--- src/sv/afp_pkg.sv ---
// Shared types, codes and helpers for the animation frame player.
`timescale 1ns / 1ps

package afp_pkg;

  // Field widths
  localparam int POS_W = 24;                // Q16.8 position
  localparam int SPD_W = 16;                // signed Q8.8 speed
  localparam int VAL_W = 25;                // signed request value
  localparam int F_W   = 27;                // signed working position
  localparam int MAG_W = 25;                // remainder dividend magnitude
  localparam int CNT_W = $clog2(MAG_W);
  localparam int CFG_IDX_W  = 3;
  localparam int CFG_DATA_W = 24;

  localparam int AFP_FRAC_BITS = 8;

  localparam logic [POS_W-1:0]        POS_MAX = {POS_W{1'b1}};
  localparam logic signed [SPD_W-1:0] SPD_MAX = {1'b0, {(SPD_W-1){1'b1}}};
  localparam logic signed [SPD_W-1:0] SPD_MIN = {1'b1, {(SPD_W-1){1'b0}}};
  localparam logic [SPD_W-1:0]        INIT_SPEED_RESET = 16'd256;

  // Operation codes
  localparam logic [1:0] OP_TICK      = 2'd0;
  localparam logic [1:0] OP_SET_POS   = 2'd1;
  localparam logic [1:0] OP_SET_SPEED = 2'd2;
  localparam logic [1:0] OP_RESTART   = 2'd3;

  // Result status codes
  localparam logic [1:0] STAT_OK      = 2'd0;
  localparam logic [1:0] STAT_REJECT  = 2'd1;
  localparam logic [1:0] STAT_NO_CLIP = 2'd2;

  // Loop modes
  localparam logic [2:0] MODE_ONCE     = 3'd0;
  localparam logic [2:0] MODE_RESET    = 3'd1;
  localparam logic [2:0] MODE_LOOP     = 3'd2;
  localparam logic [2:0] MODE_REVERSE  = 3'd3;
  localparam logic [2:0] MODE_LOOP_REV = 3'd4;

  // Configuration register indexes
  localparam logic [CFG_IDX_W-1:0] CFG_CLIP_LOADED   = 3'd0;
  localparam logic [CFG_IDX_W-1:0] CFG_LOOP_MODE     = 3'd1;
  localparam logic [CFG_IDX_W-1:0] CFG_START_POS     = 3'd2;
  localparam logic [CFG_IDX_W-1:0] CFG_END_POS       = 3'd3;
  localparam logic [CFG_IDX_W-1:0] CFG_INITIAL_SPEED = 3'd4;

  // Controller states
  typedef enum logic [2:0] {
    ST_IDLE,
    ST_DECODE,
    ST_CHECK,
    ST_REV_CHECK,
    ST_DIV,
    ST_MOD_FIX,
    ST_COMMIT,
    ST_OUT
  } ctrl_state_t;

  // Datapath commands
  typedef enum logic [4:0] {
    ACT_NONE,
    ACT_LOAD,
    ACT_NO_CLIP,
    ACT_REJECT,
    ACT_SET_POS,
    ACT_SET_SPEED,
    ACT_RESTART,
    ACT_SUM,
    ACT_ONCE,
    ACT_STOP_START,
    ACT_WRAP_EMPTY,
    ACT_DIV_START,
    ACT_DIV_STEP,
    ACT_MOD_FIX,
    ACT_REFLECT_END,
    ACT_REFLECT_START,
    ACT_COMMIT,
    ACT_OUTPUT
  } dp_act_t;

  // Datapath status toward the controller
  typedef struct packed {
    logic [1:0] op;
    logic [2:0] mode;
    logic       clip_loaded;
    logic       halted;
    logic       val_pos_ok;
    logic       val_spd_ok;
    logic       range_ok;
    logic       f_lt_st;
    logic       f_ge_en;
    logic       div_last;
    logic       out_free;
  } dp_stat_t;

  // Clamp a working position into the position code range
  function automatic logic [POS_W-1:0] sat_pos(input logic signed [F_W-1:0] f);
    logic [POS_W-1:0] r;
    if (f < 0) begin
      r = '0;
    end else if (f > $signed(F_W'(POS_MAX))) begin
      r = POS_MAX;
    end else begin
      r = f[POS_W-1:0];
    end
    return r;
  endfunction

  // Negate a speed, saturating the most negative code
  function automatic logic signed [SPD_W-1:0] neg_speed(input logic signed [SPD_W-1:0] s);
    logic signed [SPD_W-1:0] r;
    if (s == SPD_MIN) begin
      r = SPD_MAX;
    end else begin
      r = -s;
    end
    return r;
  endfunction

endpackage

--- src/sv/afp_ctrl.sv ---
// Sequencing state machine of the animation frame player.
`timescale 1ns / 1ps

module afp_ctrl
  import afp_pkg::*;
(
  input  logic     clk,
  input  logic     rst,
  input  logic     in_valid,
  output logic     in_stall,
  input  dp_stat_t stat,
  output dp_act_t  act
);

  ctrl_state_t state, state_next;

  // Hold the state register
  always_ff @(posedge clk) begin
    if (rst) begin
      state <= ST_IDLE;
    end else begin
      state <= state_next;
    end
  end

  // Choose the next state and the datapath command
  always_comb begin
    state_next = state;
    act        = ACT_NONE;
    in_stall   = 1'b1;
    unique case (state)
      ST_IDLE: begin
        // Refuse beats while reset is held
        in_stall = rst;
        if (in_valid && !rst) begin
          act        = ACT_LOAD;
          state_next = ST_DECODE;
        end
      end
      ST_DECODE: begin
        state_next = ST_OUT;
        unique case (stat.op)
          OP_TICK: begin
            if (!stat.clip_loaded) begin
              act = ACT_NO_CLIP;
            end else if (!stat.halted) begin
              act        = ACT_SUM;
              state_next = ST_CHECK;
            end
          end
          OP_SET_POS: begin
            if (!stat.clip_loaded) begin
              act = ACT_NO_CLIP;
            end else if (stat.val_pos_ok) begin
              act = ACT_SET_POS;
            end else begin
              act = ACT_REJECT;
            end
          end
          OP_SET_SPEED: begin
            act = stat.val_spd_ok ? ACT_SET_SPEED : ACT_REJECT;
          end
          OP_RESTART: begin
            act = stat.range_ok ? ACT_RESTART : ACT_REJECT;
          end
        endcase
      end
      ST_CHECK: begin
        state_next = ST_COMMIT;
        if (stat.f_lt_st || stat.f_ge_en) begin
          unique case (stat.mode)
            MODE_ONCE:  act = ACT_ONCE;
            MODE_RESET: act = ACT_STOP_START;
            MODE_LOOP: begin
              if (stat.range_ok) begin
                act        = ACT_DIV_START;
                state_next = ST_DIV;
              end else begin
                act = ACT_WRAP_EMPTY;
              end
            end
            MODE_REVERSE: begin
              if (stat.f_ge_en) begin
                act        = ACT_REFLECT_END;
                state_next = ST_REV_CHECK;
              end else begin
                act = ACT_STOP_START;
              end
            end
            MODE_LOOP_REV: begin
              act = stat.f_ge_en ? ACT_REFLECT_END : ACT_REFLECT_START;
            end
            default: act = ACT_REJECT;
          endcase
        end
      end
      ST_REV_CHECK: begin
        // Stop if the reflection landed below the start
        if (stat.f_lt_st) begin
          act = ACT_STOP_START;
        end
        state_next = ST_COMMIT;
      end
      ST_DIV: begin
        act = ACT_DIV_STEP;
        if (stat.div_last) begin
          state_next = ST_MOD_FIX;
        end
      end
      ST_MOD_FIX: begin
        act        = ACT_MOD_FIX;
        state_next = ST_COMMIT;
      end
      ST_COMMIT: begin
        act        = ACT_COMMIT;
        state_next = ST_OUT;
      end
      ST_OUT: begin
        if (stat.out_free) begin
          act        = ACT_OUTPUT;
          state_next = ST_IDLE;
        end
      end
      default: state_next = ST_IDLE;
    endcase
  end

  // Checks
  a_div_runs: assert property (@(posedge clk) disable iff (rst)
    (state == ST_DIV && !stat.div_last) |=> state == ST_DIV)
    else $error("remainder loop left early");

  a_div_ends: assert property (@(posedge clk) disable iff (rst)
    (state == ST_DIV && stat.div_last) |=> state == ST_MOD_FIX)
    else $error("remainder loop did not end");

  a_accept_idle: assert property (@(posedge clk) disable iff (rst)
    (in_valid && !in_stall) |=> state == ST_DECODE)
    else $error("accepted beat not decoded");

endmodule

--- src/sv/afp_dp.sv ---
// Datapath of the animation frame player: config, playback state, remainder unit, result.
`timescale 1ns / 1ps

module afp_dp
  import afp_pkg::*;
#(
  parameter int FRAC_BITS = AFP_FRAC_BITS
) (
  input  logic                        clk,
  input  logic                        rst,
  input  logic                        cfg_we,
  input  logic [CFG_IDX_W-1:0]        cfg_index,
  input  logic [CFG_DATA_W-1:0]       cfg_data,
  input  logic [1:0]                  op,
  input  logic signed [VAL_W-1:0]     value,
  input  dp_act_t                     act,
  output dp_stat_t                    stat,
  output logic                        out_valid,
  input  logic                        out_stall,
  output logic [1:0]                  status,
  output logic [POS_W-1:0]            position,
  output logic signed [SPD_W-1:0]     speed_now,
  output logic                        halted,
  output logic                        wrapped,
  output logic                        reflected,
  output logic                        stop_event
);

  localparam logic [POS_W-1:0] END_RESET = POS_W'(64'd1 << FRAC_BITS);

  // Configuration registers
  logic             clip_loaded;
  logic [2:0]       play_mode;
  logic [POS_W-1:0] start_pos;
  logic [POS_W-1:0] end_pos;
  logic [SPD_W-1:0] init_speed;

  // Playback state
  logic [POS_W-1:0]        pos;
  logic signed [SPD_W-1:0] spd;
  logic                    halt_flag;

  // Per-beat working registers
  logic [1:0]              op_r;
  logic signed [VAL_W-1:0] val_r;
  logic signed [F_W-1:0]   f;
  logic signed [SPD_W-1:0] s;
  logic [1:0]              res_status;
  logic                    wr, rf, se;

  // Remainder unit
  logic [MAG_W-1:0] mag;
  logic [POS_W-1:0] rem;
  logic [CNT_W-1:0] cnt;
  logic             neg;

  logic signed [F_W-1:0] st_x, en_x, val_x, spd_x, d;
  logic [POS_W-1:0]      span, rem_fix;
  logic [MAG_W-1:0]      trial;

  assign st_x  = F_W'(start_pos);
  assign en_x  = F_W'(end_pos);
  assign val_x = F_W'(val_r);
  assign spd_x = F_W'(spd);
  assign span  = end_pos - start_pos;
  assign d     = f - st_x;
  assign trial = {rem, mag[MAG_W-1]};
  assign rem_fix = (neg && rem != '0) ? span - rem : rem;

  // Report conditions to the controller
  always_comb begin
    stat.op          = op_r;
    stat.mode        = play_mode;
    stat.clip_loaded = clip_loaded;
    stat.halted      = halt_flag;
    stat.val_pos_ok  = (val_x >= st_x) && (val_x < en_x);
    stat.val_spd_ok  = (val_r[VAL_W-1:SPD_W-1] == '0) || (val_r[VAL_W-1:SPD_W-1] == '1);
    stat.range_ok    = start_pos < end_pos;
    stat.f_lt_st     = f < st_x;
    stat.f_ge_en     = f >= en_x;
    stat.div_last    = cnt == '0;
    stat.out_free    = !out_valid || !out_stall;
  end

  // Write configuration registers
  always_ff @(posedge clk) begin
    if (rst) begin
      clip_loaded <= 1'b0;
      play_mode   <= MODE_ONCE;
      start_pos   <= '0;
      end_pos     <= END_RESET;
      init_speed  <= INIT_SPEED_RESET;
    end else if (cfg_we) begin
      case (cfg_index)
        CFG_CLIP_LOADED:   clip_loaded <= cfg_data[0];
        CFG_LOOP_MODE:     play_mode   <= cfg_data[2:0];
        CFG_START_POS:     start_pos   <= cfg_data[POS_W-1:0];
        CFG_END_POS:       end_pos     <= cfg_data[POS_W-1:0];
        CFG_INITIAL_SPEED: init_speed  <= cfg_data[SPD_W-1:0];
        default: ;
      endcase
    end
  end

  // Update playback state and flags
  always_ff @(posedge clk) begin
    if (rst) begin
      pos        <= '0;
      spd        <= '0;
      halt_flag  <= 1'b1;
      res_status <= STAT_OK;
      wr         <= 1'b0;
      rf         <= 1'b0;
      se         <= 1'b0;
    end else begin
      case (act)
        ACT_LOAD: begin
          res_status <= STAT_OK;
          wr         <= 1'b0;
          rf         <= 1'b0;
          se         <= 1'b0;
        end
        ACT_NO_CLIP: res_status <= STAT_NO_CLIP;
        ACT_REJECT:  res_status <= STAT_REJECT;
        ACT_SET_POS: pos <= val_r[POS_W-1:0];
        ACT_SET_SPEED: begin
          spd       <= val_r[SPD_W-1:0];
          halt_flag <= val_r[SPD_W-1:0] == '0;
        end
        ACT_RESTART: begin
          pos       <= start_pos;
          spd       <= init_speed;
          halt_flag <= init_speed == '0;
        end
        ACT_ONCE, ACT_STOP_START: begin
          halt_flag <= 1'b1;
          se        <= 1'b1;
        end
        ACT_WRAP_EMPTY, ACT_MOD_FIX: wr <= 1'b1;
        ACT_REFLECT_END, ACT_REFLECT_START: begin
          rf <= 1'b1;
          wr <= play_mode == MODE_LOOP_REV;
        end
        ACT_COMMIT: begin
          pos <= sat_pos(f);
          spd <= s;
        end
        default: ;
      endcase
    end
  end

  // Working position, working speed and the remainder unit
  always_ff @(posedge clk) begin
    case (act)
      ACT_LOAD: begin
        op_r  <= op;
        val_r <= value;
      end
      ACT_SUM: begin
        f <= F_W'(pos) + spd_x;
        s <= spd;
      end
      ACT_ONCE: begin
        f <= (s < 0) ? st_x : en_x - F_W'(1);
        s <= '0;
      end
      ACT_STOP_START: begin
        f <= st_x;
        s <= '0;
      end
      ACT_WRAP_EMPTY: f <= st_x;
      ACT_REFLECT_END: begin
        f <= (en_x <<< 1) - f;
        s <= neg_speed(s);
      end
      ACT_REFLECT_START: begin
        f <= (st_x <<< 1) - f;
        s <= neg_speed(s);
      end
      ACT_DIV_START: begin
        neg <= d < 0;
        mag <= (d < 0) ? MAG_W'(-d) : MAG_W'(d);
        rem <= '0;
        cnt <= CNT_W'(MAG_W - 1);
      end
      ACT_DIV_STEP: begin
        // One restoring step: shift in a dividend bit, subtract when it fits
        if (trial >= {1'b0, span}) begin
          rem <= POS_W'(trial - {1'b0, span});
        end else begin
          rem <= trial[POS_W-1:0];
        end
        mag <= mag << 1;
        cnt <= cnt - CNT_W'(1);
      end
      ACT_MOD_FIX: f <= st_x + F_W'(rem_fix);
      default: ;
    endcase
  end

  // Output register
  always_ff @(posedge clk) begin
    if (rst) begin
      out_valid <= 1'b0;
    end else if (act == ACT_OUTPUT) begin
      out_valid <= 1'b1;
    end else if (!out_stall) begin
      out_valid <= 1'b0;
    end
  end

  always_ff @(posedge clk) begin
    if (act == ACT_OUTPUT) begin
      status     <= res_status;
      position   <= pos;
      speed_now  <= spd;
      halted     <= halt_flag;
      wrapped    <= wr;
      reflected  <= rf;
      stop_event <= se;
    end
  end

  // Checks
  a_stop_halts: assert property (@(posedge clk) disable iff (rst)
    se |-> halt_flag)
    else $error("stop event without halt");

  a_flags_tick: assert property (@(posedge clk) disable iff (rst)
    (wr || rf || se) |-> op_r == OP_TICK)
    else $error("tick flag on a non-tick beat");

  a_rem_bound: assert property (@(posedge clk) disable iff (rst)
    $past(act == ACT_DIV_STEP) |-> rem < span)
    else $error("remainder not below span");

  a_out_free: assert property (@(posedge clk) disable iff (rst)
    act == ACT_OUTPUT |-> (!out_valid || !out_stall))
    else $error("result overwritten while held");

endmodule

--- src/sv/animation_frame_player_top.sv ---
// Top level of the animation frame player.
`timescale 1ns / 1ps

// Animation frame player: keeps an unsigned Q16.8 playback position, a signed
// Q8.8 speed and a halted flag, and serves one request per input beat (tick,
// set position, set speed, restart), giving one result beat for each. The
// block works on one request at a time. Set position, set speed, restart,
// refused requests and ticks that find playback halted or no clip go from
// decode straight to output; a tick that runs passes check and commit, plus
// a check of a reverse-mode reflection against the start. A loop-mode wrap
// runs a 25-step restoring remainder against the span (one dividend bit per
// cycle) and a modulo fix before commit. A new request can be accepted in the
// same cycle that the result is raised; the output register lets it enter
// while that result waits, but its own result holds until the receiver takes
// the first. The user must write configuration through cfg_we, cfg_index and
// cfg_data only while no request is in progress; the block does not check it.
module animation_frame_player_top
  import afp_pkg::*;
#(
  parameter int FRAC_BITS = AFP_FRAC_BITS
) (
  input  logic                    clk,
  input  logic                    rst,
  input  logic                    cfg_we,
  input  logic [CFG_IDX_W-1:0]    cfg_index,
  input  logic [CFG_DATA_W-1:0]   cfg_data,
  input  logic                    in_valid,
  output logic                    in_stall,
  input  logic [1:0]              op,
  input  logic signed [VAL_W-1:0] value,
  output logic                    out_valid,
  input  logic                    out_stall,
  output logic [1:0]              status,
  output logic [POS_W-1:0]        position,
  output logic signed [SPD_W-1:0] speed_now,
  output logic                    halted,
  output logic                    wrapped,
  output logic                    reflected,
  output logic                    stop_event
);

  dp_act_t  act;
  dp_stat_t stat;

  afp_ctrl u_ctrl (
    .clk      (clk),
    .rst      (rst),
    .in_valid (in_valid),
    .in_stall (in_stall),
    .stat     (stat),
    .act      (act)
  );

  afp_dp #(
    .FRAC_BITS (FRAC_BITS)
  ) u_dp (
    .clk        (clk),
    .rst        (rst),
    .cfg_we     (cfg_we),
    .cfg_index  (cfg_index),
    .cfg_data   (cfg_data),
    .op         (op),
    .value      (value),
    .act        (act),
    .stat       (stat),
    .out_valid  (out_valid),
    .out_stall  (out_stall),
    .status     (status),
    .position   (position),
    .speed_now  (speed_now),
    .halted     (halted),
    .wrapped    (wrapped),
    .reflected  (reflected),
    .stop_event (stop_event)
  );

endmodule
--- config.mk ---
export PLATFORM = sky130hd
export DESIGN_NAME = animation_frame_player_top
export DESIGN_NICKNAME = d
export VERILOG_FILES = /design/src/sv/afp_pkg.sv /design/src/sv/afp_ctrl.sv /design/src/sv/afp_dp.sv /design/src/sv/animation_frame_player_top.sv
export SDC_FILE = /design/constraint.sdc
export NUM_CORES = 1
export LEC_CHECK = 0
export BUFFER_PORTS_ARGS = -buffer_cell sky130_fd_sc_hd__buf_2
export CORE_AREA = 5 5 224 226
export CTS_CLUSTER_DIAMETER = 100
export CTS_CLUSTER_SIZE = 20
export DETAILED_ROUTE_END_ITERATION = 16
export DIE_AREA = 0 0 229 231
export PLACE_DENSITY_LB_ADDON = 0.1
export SLEW_MARGIN = 5
export SYNTH_ARGS = -nofsm -noshare
export SYNTH_HDL_FRONTEND = slang
export SYNTH_SLANG_ARGS = --single-unit
export TNS_END_PERCENT = 50
--- constraint.sdc ---
create_clock -name clk -period 8.3 [get_ports clk]
set_input_delay 1.245 -clock clk [delete_from_list [all_inputs] [get_ports clk]]
set_output_delay 1.245 -clock clk [all_outputs]
set_load 0.1 [all_outputs]
# After elaboration in Yosys (flattened, before gate mapping)
# Index checks and enable logic that the tools add are counted.
[word_totals]
register_bits = 289
elab_cells = 180
[classes]
addsub = 12
order_cmp = 10
n_reduce_logical = 39
n_eq_ne = 41
n_mux = 49
[op_table]
columns = ["op", "n"]
rows = [
  ["$pmux 27 s6", 1],
  ["$mux 24", 4],
  ["$pmux 16 s3", 2],
  ["$pmux 24 s3", 1],
  ["$sub 24x24->24", 3],
  ["$lt 27x1->1 const B", 2],
  ["$sub 26x27->27", 2],
  ["$pmux 25 s2", 1],
  ["$pmux 24 s2", 1],
  ["$eq 5x4->1 const B", 8],
  ["$pmux 5 s8", 1],
  ["$mux 3", 13],
  ["$logic_not 16->1", 2],
  ["$ge 27x25->1", 1],
  ["$gt 27x25->1 const B", 1],
  ["$lt 27x25->1", 1],
  ["$mux 27", 1],
  ["$sub 27x25->27", 1],
  ["$add 25x16->26", 1],
  ["$add 24x24->25", 1],
  ["$ge 25x24->1", 1],
  ["$ge 25x25->1", 1],
  ["$lt 25x25->1", 1],
  ["$mux 25", 1],
  ["46 further kinds", 99],
]

# Depth between registers and ports, before layout
# Gate-level depths: netlist (run 1).
[logic_depth]
word_depth = 9
ltp_mapped = 30
ltp_nobuf = 30

# Modules after synthesis
# From an unflattened synthesis (run 1), not the netlist that was laid out.
[unflattened]
hier_cells = 2838
hier_area_um2 = 24085.6
[by_module_without_submodules]
columns = ["mod", "cells_each", "instances", "area_per_inst_um2"]
rows = [
  ["afp_dp", 2772, 1, 23606.4],
  ["afp_ctrl", 66, 1, 479.2],
]

# Worst setup path before layout (run 1)
# No wires, ideal clock.
[synth_timing]
kind = "register to register"
start = "register u_dp.start_pos[0]"
end = "register u_dp.cnt[0], enable pin"
n_path_buf = 1
required_ns = 7.760
arrival_ns = 6.798
path_stages_with_launch = 15
synth_period_minus_slack_ns = 7.338
slack_ns = 0.962
setup_ns = 0.540
path_cell_list = "dfxtp_1 -> ha_1 -> inv_1 -> fa_1 -> a21o_1 -> a221oi_2 -> a21oi_1 -> a221oi_1 -> a21oi_1 -> nand4_1 -> o311a_1 -> and3_1 -> clkbuf_1 -> nand2_1 -> o21ai_0"
[synth_via]
elab_chain_len = 8
word_cells_on_any_way = 17
cone_classes = "3 x order compare; 2 x eq/ne; 9 x mux; 3 x reduce/logical"
[synth_lines]
columns = ["element", "line_no", "text"]
rows = [
  ["start: declaration", "afp_dp.sv:34", "logic [POS_W-1:0] start_pos;"],
  ["start signal: assignment", "afp_dp.sv:97", "CFG_START_POS: start_pos <= cfg_data[POS_W-1:0];"],
  ["$ge 25x25->1", "afp_dp.sv:76", "stat.val_pos_ok = (val_x >= st_x) && (val_x < en_x);"],
  ["$logic_and 1x1->1", "afp_dp.sv:76", ""],
  ["$mux 3", "afp_ctrl.sv:54", "end else if (stat.val_pos_ok) begin"],
  ["$mux 5", "afp_ctrl.sv:52", "if (!stat.clip_loaded) begin"],
  ["$pmux 5 s4", "afp_ctrl.sv:42", "unique case (stat.op)"],
  ["$pmux 5 s8 *", "afp_ctrl.sv:31", "unique case (state)"],
  ["$eq 5x4->1", "afp_dp.sv:155", "case (act)"],
  ["$reduce_bool 2->1 (no line) *", "n/a", ""],
  ["end signal: assignment", "afp_dp.sv:185", "cnt <= CNT_W'(MAG_W - 1);"],
  ["end signal: assignment", "afp_dp.sv:195", "cnt <= cnt - CNT_W'(1);"],
  ["end: declaration", "afp_dp.sv:54", "logic [CNT_W-1:0] cnt;"],
]
# Mark *: on every way between the ends. The rest lies on a longest branch, timed or not.
# A chain may end at the register's enable or synchronous reset.

# Final worst setup path (run 1)
[layout_timing]
start = "register u_dp.start_pos[0]"
end = "register u_dp.f[15] (data pin)"
[layout_via]
elab_chain_len = 9
word_cells_on_any_way = 28
cone_classes = "4 x add/sub; 3 x order compare; 7 x eq/ne; 11 x mux; 3 x reduce/logical"
[layout_lines]
columns = ["element", "line_no", "text"]
rows = [
  ["parallel branches: the longest is 8 deep, another holds $add 24x24->25", "n/a", ""],
  ["$pmux 27 s6 *", "afp_dp.sv:155", ""],
  ["end signal: assignment", "afp_dp.sv:161", "f <= F_W'(pos) + spd_x;"],
  ["end signal: assignment", "afp_dp.sv:165", "f <= (s < 0) ? st_x : en_x - F_W'(1);"],
  ["end signal: assignment", "afp_dp.sv:169", "f <= st_x;"],
  ["end: declaration", "afp_dp.sv:46", "logic signed [F_W-1:0] f;"],
]
# Every way passes the cells marked *.

==> results.cfg, run 1 <==
[outcome]
status = finished, final reports clean

[critical_path]
cp.required_ns = 8.59
crit_type = register to register
cp-end-kind = register
regToRegStartpoint = u_dp.start_pos[0]
cp.arrival_ns = 7.90
crit_end = u_dp.f[15]
worstSetupStartpointType = register
r2r_slack_ns = 0.68
rr_worst_depth = 25
r2r_end = u_dp.f[15]
cp-startpoint = u_dp.start_pos[0]
critPathMaxFanout = 22

[logic_synthesis]
yosysTopAreaCell = edfxtp_1
synthTopCellsByCount = nand2_1 (393), ha_1 (243), nor2_1 (215), o21ai_0 (212), a21oi_1 (207)
synthTopCellsByArea = edfxtp_1 (22%), ha_1 (13%), dfxtp_1 (10%), nand2_1 (6.2%), o21ai_0 (4.5%)
synth_flop_cell = edfxtp_1
ys_seq_area_share_pct = 31.7
ys_ff_latch = 289
synth_cell_types = 101
yosys_warnings = 0
synthesis.instances = 2831
async_flop_share_pct = 0
yosysMostFrequentCell = nand2_1
synth_nets = 3140
yosysTopAreaCellShare_pct = 21.7
synth-edff-count = 171
post_synth.cell_area_avg_sq_um = 8.36
synth_area_sq_um = 23700

[pwr]
p_int_uw = 4660
p_sw_uw = 4540
combPwrFrac_pct = 59.2
power_frac_seq_pct = 29.7
p_leak_uw = 0.00983
swShare_pct = 49.4
p_total_uw = 9200
power.clock.fraction_pct = 11.1
vdd_ir_drop_max_mv = 0.202
p_per_area_nw_per_um2 = 363

[clock_tree]
root_buffer = clkbuf_16
cts_sinks = 289
cts_tree = yes
path_clk_slew_ns = 0.10
clock_latency_ns = 0.58
cts_made_buffers = 20
htreeDepth = 1
cts_setup_buffers = 0
cts-resized-gates = 0
cts_max_path_buffers = 3
holdBufCountCts = 0

[floorplan]
die_height_microns = 231
die_area_sq_um = 52900
fp.coreArea_sq_um = 48100
start_util_pct = 49.1
die_w_microns = 229
std_cell_rows = 81
boundaryPins = 107

[placed_design]
io_buffer_count = 106
place_congestion = 0.960
detailed_place_hpwl_microns = 65200

[sta]
tns_ns = 0
finalMaxSlewViolations = 0
finalCritPeriodShare_pct = 91.8
hold_viol = 0
setup_viol = 0
fmax_mhz = 131
clock_skew_ns = 0.0419
period_minus_slack_ns = 7.62
maxSlewHeadroom_pct = 7.69
tightest_slew_ns = 1.37
rsz0062_at_grt = no

[drt]
first_pass_iters = 6
drc = 0
avgViaCountPerCell = 6.27
drtIter0Drc = 2254
wl_per_cell_microns = 23.8
vias = 22000
ant_nets = 0
wl_microns = 83500

[final_layout]
diodes = 0
drive_above_1_share_pct = 7.26
syn_to_final_growth_pct = 7.25
layout.nets = 3187

[global_routing]
grt.total_usage_pct = 30.4
antenna_found_initial = 1
grt_max_degree = 69
grt_pass1_wl_microns = 126000
grt_pass1_vias = 20800
grt.overflow.total = 0

[flow_run]
drv_cap = 0

[worst_hold_path]
hold_class = register to register
==> how the worst min path moves through the flow <==
stage,startpoint,end,slack [ns],cells after the start
floorplan,u_dp.res_status[0],u_dp.status[0],0.41,0
global placement,u_dp.rf,u_dp.reflected,0.42,0
detailed placement,u_dp.rf,u_dp.reflected,0.43,0
CTS,u_dp.rf,u_dp.reflected,0.45,0
global route,u_dp.rf,u_dp.reflected,0.46,0
finish,u_dp.rf,u_dp.reflected,0.44,0
==> kinds of logic (layout without fill, tap and decap cells) <==
kind of cell | Yosys count | count (layout) | synth area share, %
compound gates | 840 | 840 | 23.3
buf+inv | 285 | 345 | 4.74
simple gates | 939 | 939 | 18.1
fa+ha+maj | 250 | 250 | 13.4
xor+xnor | 196 | 196 | 7.32
mux | 32 | 32 | 1.37
flops | 289 | 289 | 31.7
==> worst max-delay path: stages, from the launching register on <==
cell and delay (ns):
dfxtp_1 0.51, ha_1 0.26, inv_1 0.06, fa_1 0.39, a21o_1 0.21, a221oi_2 0.34
a21oi_1 0.22, a221oi_1 0.58, a21oi_1 0.27, o221ai_1 0.35, a311oi_4 0.10, nand2_1 0.19
nand2_1 0.42, mux2_2 0.46, ha_1 0.27, nor2b_1 0.14, o2111ai_1 0.22, nand4_1 0.19
a311oi_1 0.89, and2_1 0.29, o311ai_0 0.15, a21oi_1 0.22, xor2_1 0.16, o22ai_1 0.09
a211oi_1 0.21, mux2i_1 0.11
==> sequential cells by signal, indices dropped and copies added (netlist names), 24 cells and up <==
name,cells
u_dp.val_r,25
u_dp.pos,24
u_dp.start_pos,24
u_dp.rem,24
u_dp.mag,25
u_dp.f,27
u_dp.position,24
u_dp.end_pos,24
==> metrics by stage <==
stage                     utilization, %  instances  hold WS [ns]  cell area [sq um]  setup slack (ns)
after floorplan                        -       2831         0.408              23700             0.962
after global placement              51.4       3478         0.424              24800              1.06
after detailed placement            51.4       3478         0.429              24800             0.907
after CTS                           52.7       3513         0.450              25400             0.850
after global routing                52.7       3513         0.459              25400             0.121
final                               52.7       3513         0.444              25400             0.682
==> cell usage in the layout (no fill, tap or decap), types with 16 or more instances in the layout <==
cell type	count
edfxtp_1	171
nand2_1	393
nor2_1	212
a22oi_1	19
nor2b_1	21
xor2_1	75
a21o_1	60
ha_1	243
o22ai_1	17
nor4_1	26
xnor2_1	120
clkbuf_16	20
and3_1	17
mux2i_1	29
dfxtp_1	118
a21oi_1	206
o21a_1	28
buf_2	105
o21bai_1	20
o211ai_1	16
inv_1	180
o31ai_1	26
or3_1	17
a211oi_1	40
buf_4	25
nand2b_1	24
a31oi_1	26
nand3_1	74
a221oi_1	18
o21ai_0	210
nor3_1	57
a311oi_1	43
nand4_1	30
==> metal layers <==
metal,GRT usage [%],vias up,wire [microns]
met2,51.4,779,39100
met5,0,-,7
li1,-,10500,-
met3,2.80,165,5210
met4,9.11,2,2790
met1,41.5,10600,36400
==> power groups by stage <==
stage	Sequential, uW	Clock (uW)	Combinational (uW)
floorplan	2510	0	3980
global placement	2740	0	5260
detailed placement	2750	0	5340
CTS	2720	1040	5370
global route	2760	1100	5970
finish	2730	1030	5450
==> layout make-up <==
cell class | count | area (sq um)
inverters | 180 | 676
flip-flops and latches | 289 | 7500
well taps | 622 | 778
fillers | 4603 | 22800
multi-input cells | 2257 | 15100
clock buffers | 31 | 542
repair buffers | 130 | 713
clock inverters | 4 | 65.1
Note: power is estimated with default switching activity, not from simulation.
==> inputs of run 2 (changes only) <==
--- a/config.mk
+++ b/config.mk
@@ -6,11 +6,11 @@
 export NUM_CORES = 1
 export LEC_CHECK = 0
 export BUFFER_PORTS_ARGS = -buffer_cell sky130_fd_sc_hd__buf_2
-export CORE_AREA = 5 5 224 226
+export CORE_AREA = 5 5 250 252
 export CTS_CLUSTER_DIAMETER = 100
 export CTS_CLUSTER_SIZE = 20
 export DETAILED_ROUTE_END_ITERATION = 16
-export DIE_AREA = 0 0 229 231
+export DIE_AREA = 0 0 255 257
 export PLACE_DENSITY_LB_ADDON = 0.1
 export SLEW_MARGIN = 5
 export SYNTH_ARGS = -nofsm -noshare
==> results.cfg, run 2 (synthesis results as in run 1) <==
[placed_design]
place_congestion = 0.939
io_buffer_count = 106
detailed_place_hpwl_microns = 68500

[critical_path]
worstSetupStartpointType = register
critPathMaxFanout = 8
cp_num_buf_inv = 1
cp.required_ns = 8.58
slowest_delay_ns = 0.56
r2r_slack_ns = 0.95
cpMaxStageDelayCell = a221oi_1
cp_top_family = compound AO/OA/AOI/OAI gates
cp.arrival_ns = 7.62
rr_worst_depth = 25
cp-end-kind = register
path_depth = 25
crit_type = register to register

[pwr]
p_sw_uw = 4600
combPwrFrac_pct = 58.0
p_int_uw = 4790
p_total_uw = 9390
power.clock.fraction_pct = 12.9
swShare_pct = 49.0
p_per_area_nw_per_um2 = 364
p_leak_uw = 0.00996
vdd_ir_drop_max_mv = 0.214
power_frac_seq_pct = 29.1

[drt]
avgViaCountPerCell = 5.93
wl_per_cell_microns = 23.5
ant_nets = 0
vias = 21900
first_pass_iters = 6
drc = 0
drtIter0Drc = 1981
wl_microns = 86600

[final_layout]
layout.nets = 3199
mostFrequentLayoutCell = nand2_1
drive_above_1_share_pct = 7.95
diodes = 0
largest_register_ffs = 27
mostFrequentLayoutCells = nand2_1 (393), ha_1 (243), nor2_1 (211)
syn_to_final_growth_pct = 9.12
top_regs = u_dp.f: 27 flops, u_dp.mag: 25 flops, u_dp.val_r: 25 flops
largest_register = u_dp.f
num-fill-cells = 6090

[clock_tree]
holdBufCountCts = 0
cts_sinks = 289
clock_latency_ns = 0.59
htreeDepth = 1
root_buffer = clkbuf_16
path_clk_slew_ns = 0.09
cts_made_buffers = 23
cts_max_path_buffers = 3
cts_tree = yes
cts-resized-gates = 0
cts_setup_buffers = 0

[global_routing]
grt_pass1_vias = 20600
antenna_found_initial = 2
grt_pass1_wl_microns = 130000
grt.overflow.total = 0
grt.total_usage_pct = 25.4
grt_max_degree = 69

[sta]
finalCritPeriodShare_pct = 88.5
clock_skew_ns = 0.0379
finalMaxSlewViolations = 0
setup_viol = 0
maxSlewHeadroom_pct = 22.3
tns_ns = 0
hold_viol = 0
tightest_slew_ns = 1.16
period_minus_slack_ns = 7.35
fmax_mhz = 136
rsz0062_at_grt = no

[floorplan]
boundaryPins = 107
std_cell_rows = 90
die_w_microns = 255
die_area_sq_um = 65500
die_height_microns = 257
start_util_pct = 39.5
fp.coreArea_sq_um = 59900

[flow_run]
drv_cap = 0

[worst_hold_path]
hold_depth = 0
hold_class = register to register

[outcome]
status = finished, final reports clean
## run 2: through the flow
stage | setup WS (ns) | hold slack (ns) | std cells | instance area [sq um] | utilization, %
after global placement | 1.19 | 0.434 | 3647 | 25000 | 41.8
after global routing | 0.411 | 0.473 | 3689 | 25800 | 43.1
after CTS | 0.983 | 0.463 | 3689 | 25800 | 43.1
final | 0.955 | 0.462 | 3689 | 25800 | 43.1
after floorplan | 0.962 | 0.408 | 2831 | 23700 | -
after detailed placement | 1.07 | 0.443 | 3647 | 25000 | 41.8
## run 2: metal layers
layer | part of all wire [%] | track usage [%] | up-vias
li1 | - | - | 10500
met1 | 46 | 36.6 | 10600
met2 | 46 | 41.1 | 685
met3 | 5.3 | 2.34 | 128
met4 | 3.0 | 6.78 | 0
met5 | 0 | 0 | -
## run 2: worst paths after layout
kind	start	end
worst max-delay path	u_dp.start_pos[0]	u_dp.f[26]
worst min-delay path	u_dp.se	u_dp.stop_event
worst max register to register	u_dp.start_pos[0]	u_dp.f[26]
worst min register to register	u_dp.se	u_dp.stop_event
## run 2: worst reg2reg max path, delay by kind of cell, from the launching register on
kind            cells  cell delay [ns]
compound gates     16             4.30
fa+ha+maj           3             1.13
flops               1             0.51
simple gates        3             0.50
mux                 1             0.38
xor+xnor            1             0.14
buf+inv             1             0.06
## run 2: cell type report
type	count	area, sq um	share of cell area [%]
clock buffers	31	628	2.43
clock inverters	11	158	0.611
inverters	180	676	2.62
multi-input cells	2257	15100	58.5
flip-flops and latches	289	7500	29.0
well taps	782	978	3.79
repair buffers	139	781	3.02
## run 2: power groups by stage
stage	clock network, uW	logic [uW]	registers [uW]
floorplan	0	3980	2510
global placement	0	5320	2750
detailed placement	0	5390	2760
CTS	1240	5430	2730
global route	1290	6020	2760
finish	1210	5450	2730
